$ cat config.mk
export PLATFORM = sky130hd
export DESIGN_NAME = meter_seven_segment_scan_display
export DESIGN_NICKNAME = d
export VERILOG_FILES = /design/src/rtl/core/mssd_pkg.sv /design/src/rtl/core/mssd_fmt.sv /design/src/rtl/core/meter_seven_segment_scan_display.sv
export SDC_FILE = /design/constraint.sdc
export NUM_CORES = 1
export LEC_CHECK = 0
export ABC_AREA = 1
export BUFFER_PORTS_ARGS = -buffer_cell sky130_fd_sc_hd__clkbuf_2
export CAP_MARGIN = 10
export CORE_UTILIZATION = 45
export CTS_CLUSTER_SIZE = 24
export DETAILED_ROUTE_END_ITERATION = 7
export GPL_TIMING_DRIVEN = 1
export SKIP_LAST_GASP = 1
export SLEW_MARGIN = 20
export SYNTH_ARGS = -nofsm -noshare
export SYNTH_HDL_FRONTEND = slang
export SYNTH_HIERARCHICAL = 1
export SYNTH_SLANG_ARGS = --single-unit
$ cat constraint.sdc
create_clock -name clk -period 32.4 [get_ports clk]
set_input_delay 0 -clock clk [delete_from_list [all_inputs] [get_ports clk]]
set_output_delay 0 -clock clk [all_outputs]
set_load 0.01 [all_outputs]
$ cat src/rtl/core/mssd_pkg.sv
`default_nettype none

package mssd_pkg;

  localparam int DIGIT_COUNT = 6;
  localparam int POS_W       = 3;
  localparam int CODE_W      = 5;
  localparam int SEG_W       = 8;
  localparam int COM_W       = 6;
  localparam int MEAS_W      = 16;
  localparam int OP_W        = 2;

  // Operation codes carried on tuser
  localparam logic [OP_W-1:0] OP_TICK = 2'd0;
  localparam logic [OP_W-1:0] OP_VOLT = 2'd1;
  localparam logic [OP_W-1:0] OP_AMP  = 2'd2;

  localparam logic [MEAS_W-1:0] VOLT_MAX_MV = 16'd34500;
  localparam logic [MEAS_W-1:0] AMP_MAX_MA  = 16'd3000;

  localparam logic [CODE_W-1:0] DP_CODE_OFFSET = 5'd10;
  localparam logic [COM_W-1:0]  COMMONS_OFF    = 6'h3f;
  localparam logic [POS_W-1:0]  LAST_POS       = POS_W'(DIGIT_COUNT - 1);

  typedef logic [CODE_W-1:0] code_t;
  typedef logic [3:0]        bcd_t;

  // Three digit codes for one half of the display, most significant first
  typedef struct packed {
    code_t hi;
    code_t mid;
    code_t lo;
  } fmt_codes_t;

  // Segment pattern of a digit code; codes 10..19 add the decimal point
  function automatic logic [SEG_W-1:0] seg_pattern(input code_t code);
    logic [SEG_W-1:0] pat;
    unique case (code)
      5'd0:  pat = 8'h3f;
      5'd1:  pat = 8'h06;
      5'd2:  pat = 8'h5b;
      5'd3:  pat = 8'h4f;
      5'd4:  pat = 8'h66;
      5'd5:  pat = 8'h6d;
      5'd6:  pat = 8'h7d;
      5'd7:  pat = 8'h07;
      5'd8:  pat = 8'h7f;
      5'd9:  pat = 8'h6f;
      5'd10: pat = 8'hbf;
      5'd11: pat = 8'h86;
      5'd12: pat = 8'hdb;
      5'd13: pat = 8'hcf;
      5'd14: pat = 8'he6;
      5'd15: pat = 8'hed;
      5'd16: pat = 8'hfd;
      5'd17: pat = 8'h87;
      5'd18: pat = 8'hff;
      5'd19: pat = 8'hef;
      default: pat = '0;
    endcase
    return pat;
  endfunction

endpackage

`default_nettype wire

$ cat src/rtl/core/mssd_fmt.sv
`default_nettype none

module mssd_fmt
  import mssd_pkg::*;
(
  input  wire logic              is_volt,
  input  wire logic [MEAS_W-1:0] measurement,
  output fmt_codes_t             codes
);

  // Reciprocals for constant division, exact over the clamped range
  localparam logic [17:0] RECIP_10    = 18'd52429;   // >> 19
  localparam logic [17:0] RECIP_100   = 18'd167773;  // >> 24
  localparam logic [17:0] RECIP_1000  = 18'd67109;   // >> 26
  localparam logic [17:0] RECIP_10000 = 18'd107375;  // >> 30

  logic [MEAS_W-1:0] limit;
  logic [MEAS_W-1:0] clamped;
  logic [MEAS_W:0]   x;
  logic [34:0]       p1, p2, p3, p4;
  logic [11:0]       q1;
  logic [8:0]        q2;
  logic [5:0]        q3;
  logic [1:0]        q4;
  logic [11:0]       q2x10;
  logic [8:0]        q3x10;
  logic [5:0]        q4x10;
  logic [11:0]       r0;
  logic [8:0]        r1;
  logic [5:0]        r2;
  bcd_t              d0, d1, d2;
  logic              wide, up, c1, c2;
  bcd_t              n1, n2, n3;

  always_comb begin
    limit   = is_volt ? VOLT_MAX_MV : AMP_MAX_MA;
    clamped = (measurement > limit) ? limit : measurement;
    x       = {1'b0, clamped} + (MEAS_W+1)'(5);

    p1 = 35'(x) * 35'(RECIP_10);
    p2 = 35'(x) * 35'(RECIP_100);
    p3 = 35'(x) * 35'(RECIP_1000);
    p4 = 35'(x) * 35'(RECIP_10000);
    q1 = p1[30:19];
    q2 = p2[32:24];
    q3 = p3[31:26];
    q4 = p4[31:30];

    // Decimal digits of the value in tens of units
    q2x10 = {q2, 3'b000} + {2'b00, q2, 1'b0};
    q3x10 = {q3, 3'b000} + {2'b00, q3, 1'b0};
    q4x10 = {1'b0, q4, 3'b000} + {3'b000, q4, 1'b0};
    r0 = q1 - q2x10;
    r1 = q2 - q3x10;
    r2 = q3 - q4x10;
    d0 = r0[3:0];
    d1 = r1[3:0];
    d2 = r2[3:0];

    // Ten volts and above: round the dropped digit up when it is above five
    wide = is_volt && (q4 != 2'd0);
    up   = (d0 > 4'd5);
    c1   = up && (d1 == 4'd9);
    n1   = c1 ? 4'd0 : d1 + {3'b000, up};
    c2   = c1 && (d2 == 4'd9);
    n2   = c2 ? 4'd0 : d2 + {3'b000, c1};
    n3   = {2'b00, q4} + {3'b000, c2};

    if (wide) begin
      codes.hi  = {1'b0, n3};
      codes.mid = {1'b0, n2} + DP_CODE_OFFSET;
      codes.lo  = {1'b0, n1};
    end else begin
      codes.hi  = {1'b0, d2} + DP_CODE_OFFSET;
      codes.mid = {1'b0, d1};
      codes.lo  = {1'b0, d0};
    end
  end

endmodule

`default_nettype wire

$ cat src/rtl/core/meter_seven_segment_scan_display.sv
`default_nettype none

// Channel   Dir  Handshake          Payload
// s_*       in   s_tvalid/s_tready  tuser: operation; tdata: measurement
// m_*       out  m_tvalid/m_tready  tdata: segment_lines, common_lines
//
// A transaction passes two registers: it is held in the input register, then the formatter
// and scan logic load the display state, which is the result register, and m_tvalid rises
// when that register is loaded. A new transaction is taken every cycle while m_tready stays
// high.
// Reset clears the digit codes, the scan position and the segment lines and
// turns all commons off; no result is pending after reset.
// While a result waits on m_*, one more transaction is held in the input register.
module meter_seven_segment_scan_display
  import mssd_pkg::*;
(
  input  wire logic              clk,
  input  wire logic              rst,
  input  wire logic              s_tvalid,
  output      logic              s_tready,
  input  wire logic [MEAS_W-1:0] s_tdata,   // [15:0] measurement
  input  wire logic [OP_W-1:0]   s_tuser,   // [1:0] operation
  output      logic              m_tvalid,
  input  wire logic              m_tready,
  output      logic [15:0]       m_tdata    // [7:0] segment_lines, [13:8] common_lines
);

  // Input register
  logic              in_valid;
  logic [OP_W-1:0]   in_op;
  logic [MEAS_W-1:0] in_meas;

  // Display state; segment_drive and common_drive form the result register
  code_t             digit_codes [DIGIT_COUNT];
  logic [POS_W-1:0]  scan_position;
  logic [SEG_W-1:0]  segment_drive;
  logic [COM_W-1:0]  common_drive;

  logic       advance;
  fmt_codes_t fmt_codes;

  // Move the held transaction on when the result slot is free or being drained
  assign advance  = in_valid && (!m_tvalid || m_tready);
  assign s_tready = !in_valid || advance;

  assign m_tdata  = {2'b00, common_drive, segment_drive};

  always_ff @(posedge clk) begin
    if (rst) begin
      in_valid <= 1'b0;
    end else if (s_tready) begin
      in_valid <= s_tvalid;
    end
  end

  always_ff @(posedge clk) begin
    if (s_tready && s_tvalid) begin
      in_op   <= s_tuser;
      in_meas <= s_tdata;
    end
  end

  mssd_fmt u_fmt (
    .is_volt     (in_op == OP_VOLT),
    .measurement (in_meas),
    .codes       (fmt_codes)
  );

  always_ff @(posedge clk) begin
    if (rst) begin
      m_tvalid      <= 1'b0;
      scan_position <= '0;
      segment_drive <= '0;
      common_drive  <= COMMONS_OFF;
      for (int i = 0; i < DIGIT_COUNT; i++) begin
        digit_codes[i] <= '0;
      end
    end else begin
      // Hold a stalled result, drop a drained one, load a new one on advance
      m_tvalid <= advance || (m_tvalid && !m_tready);
      if (advance) begin
        unique case (in_op)
          OP_TICK: begin
            // Drive the digit at the scan position and step to the next one
            if (scan_position <= LAST_POS) begin
              segment_drive <= seg_pattern(digit_codes[scan_position]);
              common_drive  <= ~(COM_W'(1) << scan_position);
              scan_position <= (scan_position == LAST_POS) ? '0 : scan_position + 1'b1;
            end else begin
              segment_drive <= '0;
              common_drive  <= COMMONS_OFF;
              scan_position <= '0;
            end
          end
          OP_VOLT: begin
            digit_codes[0] <= fmt_codes.hi;
            digit_codes[1] <= fmt_codes.mid;
            digit_codes[2] <= fmt_codes.lo;
          end
          OP_AMP: begin
            digit_codes[3] <= fmt_codes.hi;
            digit_codes[4] <= fmt_codes.mid;
            digit_codes[5] <= fmt_codes.lo;
          end
          default: begin
            // Unused code: the result repeats the present drive
          end
        endcase
      end
    end
  end

endmodule

`default_nettype wire

---- Yosys cells after proc, flatten, opt, wreduce, memory -nomap -nowiden ----
Memories as Yosys holds them, arrays and structs flattened. A register that Yosys moved wholly into a read port is not among the register bits.
Index checks and enable logic that the tools add are counted.
word-level totals
  memories ................................ 2
  ROM bits ................................ 256
  memory bits (writable) .................. 30
  word-level logic and storage cells ...... 84
  register bits ........................... 37
  output and inout bits ................... 18
cells by class
  multiplexer cells ....................... 27
  shift operators ......................... 1
  order comparisons ....................... 3
  add/subtract/negate cells ............... 13
  equality and inequality tests ........... 5
  bitwise gates (word level) .............. 7
  multiply operators ...................... 4
  reductions and logical operators ........ 15
memory list
  memory            depth  bits a word  rd ports  clocked after memory_dff  write ports  RTL line                                text
  (name not given)  32     8            1         0                         0            mssd_pkg.sv:38                          unique case (code)
  digit_codes       6      5            1         1                         6            meter_seven_segment_scan_display.sv:34  code_t digit_codes [DIGIT_COUNT];
operators with widths
  kind                    number
  $mul 17x17->32 const B  1
  $mux 16                 2
  $mul 17x17->30 const B  1
  $mux 5                  6
  $mul 17x18->28 const B  1
  $mul 17x16->23 const B  1
  $add 16x3->17 const B   1
  $gt 16x16->1            1
  $mux 15                 1
  $mux 3                  4
  $sub 4x4->4             3
  $add 4x4->5 const B     2
  $mux 1                  10
  $add 4x1->4             2
  $add 4x4->4             2
  $eq 4x4->1 const B      2
  $mux 4                  2
  $mux 8                  1
  $logic_and 1x1->1       6
  $mux 6                  1
  $not 6->6               1
  $or 1x1->1              6
  $shl 1x3->6 const A     1
  $add 4x3->4             1
  other kinds (12)        16

---- Longest topological paths before layout ----
  depth after elaboration ................. 15
  gate-level depth with buffers ........... 73
  gate-level depth less buffers ........... 72

---- Modules after synthesis ----
The synthesis kept the hierarchy.
modules (own cells, without submodules)
  module                            seq. area each (sq um)  area each (sq um)  instances  cells each
  mssd_fmt                          0.0                     17250.3            1          1955
  meter_seven_segment_scan_display  1881.8                  3224.3             1          340

---- Worst setup path after synthesis ----
OpenSTA, ideal clock, no wires.
  kind .................................... register -> register
  start point ............................. register in_op[1]
  end point ............................... memory digit_codes[1][3] in the netlist's numbering, data pin
  path buffers ............................ 1
  clock period less this slack ............ 11.058 ns
  cell stages (with the launch flop) ...... 65
  setup time .............................. 0.265 ns
  arrival ................................. 10.793 ns
  path slack .............................. 21.342 ns
  cells stage by stage .................... edfxtp_1 -> nor2_1 -> inv_1 -> ha_1 -> nand3_1 -> nor3_2 -> nand2_1 -> nand2_4 -> nand2_4 -> buf_6 -> nand2_1 -> inv_1 -> ha_1 -> inv_1 -> nand2_1 -> nand2_1 -> inv_1 -> nand3_1 -> [29 not listed] -> nand3_1 -> nand3_1 -> nand3_2 -> nand2_2 -> inv_1 -> ha_1 -> ha_1 -> xor2_1 -> inv_1 -> nand2_1 -> inv_1 -> ha_1 -> inv_1 -> nand3_1 -> nand3_1 -> nand2_1 -> inv_1 -> nor2_1
RTL lines
  element                 RTL line                                text
  start, declared         meter_seven_segment_scan_display.sv:30  logic [OP_W-1:0] in_op;
  start signal, assigned  meter_seven_segment_scan_display.sv:58  in_op <= s_tuser;
  end, declared           meter_seven_segment_scan_display.sv:34

==> key figures <==
Critical path
  – Worst Setup End Kind: flip-flop
  – CP Launch Type: flip-flop
  – Crit-path slowest cell: nor2_1
  – WP data required: around 32 ns
  – Crit-path max FO: 18
  – Kind of critical path: flip-flop to flip-flop
  – CP arrival: 13.35 ns
  – Cell repeated most along the worst path: inv_1
  – Worst path max stage delay: ~0.69 ns

Die
  – Die X: roughly 220 um
  – Core Region: around 45000 um2
  – Starting Density: 0.4600
  – DIE HEIGHT: 215.3 um
  – I/O pin cnt: 40
  – Num rows: 77
  – Die Footprint: ~46000 um2

Synthesis
  – Avg Inst Size Synth: 8.921 um2
  – Synthesized flop and latch total: 70
  – Synth Cell Area: just over 20000 um2
  – Synth warnings: 6
  – Gate Count Post-Synth: 2295
  – Seq/Total Area, Yosys: 0.09191
  – Synth unique cells: 61

STA
  – Worst Skew: ~0.012 ns
  – Setup_tns: 0 ns
  – Tcrit/Tclk final: 0.4099
  – Final hold violations: 0
  – RSZ-0062 raised after global routing: no
  – Worst Tran Pin Value: between 0.9 and 1 ns
  – Slew Limit Fails: 0
  – Peak Freq: 75.31 MHz
  – Final setup fails: 0
  – Crit path time final: roughly 13 ns
  – Slew margin rel.: 0.3754

Clock tree
  – TritonCTS clock tree: yes
  – Sink Count: 70
  – Clk buf depth: 2
  – Clock root cell: clkbuf_16
  – Clock Pin Slew Worst Setup and Hold Paths: about 0.06 ns
  – H-Tree Depth: 3
  – Clk_lat worst skew: roughly 0.34 ns
  – CTS Buf Count: 9

Run status
  – Status: finished clean

Routing
  – Post-route ant nets: 0
  – DRT iter0 DRCs: about 860
  – DRC: 0
  – Vias per cell: around 5.1
  – Routed wire per std cell: around 19 um
  – Via count: ~15000
  – DR pass1 iterations: 5
  – Post-Route WL: around 57 mm

Placed design
  – PortBufs: 37
  – GPL Wtd Cong: 0.9581
  – DPL Wire Length: about 49 mm
  – DP Cell Count: ~2900

Final layout
  – Layout area overhead: 7.407%
  – Fraction of layout cells with a size suffix above 1: 0.06849
  – Nets@finish: roughly 3100
  – Commonest non-fill, non-tap cell in the layout: inv_1
  – Most frequent cells in the layout: inv_1 (641), ha_1 (417), fa_1 (328)
  – Final Non-Filler Cells: ~3000

Global route
  – Total Routing Usage GR: 0.2572
  – Initial antenna violation count: 1
  – Grt ovf: 0
  – Vias in the first global route: between 15000 and 20000
  – First-pass GRT wire length: a little over 90 mm
  – Pin count of the biggest net entering global routing: 22

Min path
  – Worst hold path class: primary input to flip-flop

Job
  – # Max-Cap Violations: 0
==> kinds of logic after synthesis <==
kind of cell,Yosys count,share of synthesized area
fa+ha+maj,745,0.5755
buf+inv,668,0.1252
simple gates,574,0.1294
compound gates,184,0.05414
flops,70,0.09191
xor+xnor,52,0.02353
other cells,2,0.0003668
==> cell type report <==
type / count / area [um2]
fill: 4239 / 22520
multi-input combinational: 1558 / 16040
tap: 592 / 740.7
sequential: 70 / 1882
clock buffer: 9 / 225.2
antenna: 1 / 2.502
clock inverter: 7 / 63.81
timing repair buffer: 82 / 575.6
inverter: 654 / 2460
==> flip-flops by register name, indices dropped and copies added (netlist names), named ones only <==
name and count:
scan_position 3, common_drive 6, segment_drive 8, in_valid 1, in_meas 16, digit_codes 30
in_op 2, m_tvalid 1
==> synthesized netlist by cell type (all sizes together) <==
cell type	instances	area [um2]
xnor2	22	192.7
nor2	105	450.4
o21a	2	15.01
a21oi	83	437.9
nand2	317	1313
edfxtp	48	1441
a211oi	5	37.54
clkbuf	5	18.77
xor2	30	289.0
o21ai	49	271.5
or3b	1	8.760
nand4	14	87.58
a31o	2	17.52
a221o	1	10.01
o21bai	9	67.56
buf	9	83.82
dfxtp	22	440.4
conb	2	7.510
and3	1	6.260
a211o	1	8.760
ha	417	5218
or2	7	43.79
nand3	96	533.0
o22ai	1	6.260
clkinv	1	3.750
o2111ai	2	17.52
nor4	8	50.05
inv	653	2456
nor3b	2	15.01
o31ai	2	15.01
o221ai	1	8.760
a21o	12	90.09
a31oi	6	37.54
nor3	18	105.1
fa	328	6566
nand3b	4	30.03
o211ai	6	50.05
a221oi	1	8.760
and2	1	6.260
o311ai	1	8.760
==> path summary, 6_finish.rpt <==
| kind | slack, ns | cells past startpoint | end | startpoint |
|---|---|---|---|---|
| worst min register to register | 0.46 | 1 | common_drive[3] | common_drive[3] |
| worst min-delay path | 0.08 | 2 | segment_drive[6] | rst |
| worst max-delay path | 19.12 | 63 | digit_codes[4][3] | in_op[1] |
| worst max register to register | 19.12 | 63 | digit_codes[4][3] | in_op[1] |
==> what timing repair did <==
action | 4_1_cts | 5_1_grt
resized for setup | 0 | 0
buffers inserted | 0 | 0
setup endpoints to repair | 0 | 0
hold buffers | 21 | 0
endpoints found under the hold margin | 20 | 0
==> worst max-delay path, delay by kind of cell, from the launching register on <==
family | cells | cell delay (ns)
fa+ha+maj | 12 | 4.53
simple gates | 27 | 4.40
buf+inv | 20 | 2.52
xor+xnor | 3 | 0.91
flops | 1 | 0.43
compound gates | 1 | 0.20
==> layer usage <==
layer,global-route usage,vias up,wire (um)
met4,0.07281,0,1838
met1,0.3468,7468,25380
met3,0.02505,99,2792
met5,0,-,0
met2,0.4381,390,27090
li1,-,7264,-
==> per-stage QoR <==
stage	cell area, um2	util	hold slack, ns	setup WS (ns)
finish	21990	0.4941	0.08078	19.12
global route	21990	0.4940	0.09223	18.08
CTS	21990	0.4940	0.06562	19.16
detailed placement	21490	0.4828	0.1792	19.19
global placement	21490	0.4828	0.1782	19.31
floorplan	20480	-	0.06244	21.34
Power is not shown: default switching activity piles up to over one toggle a cycle in this logic, so the estimate is an artifact.
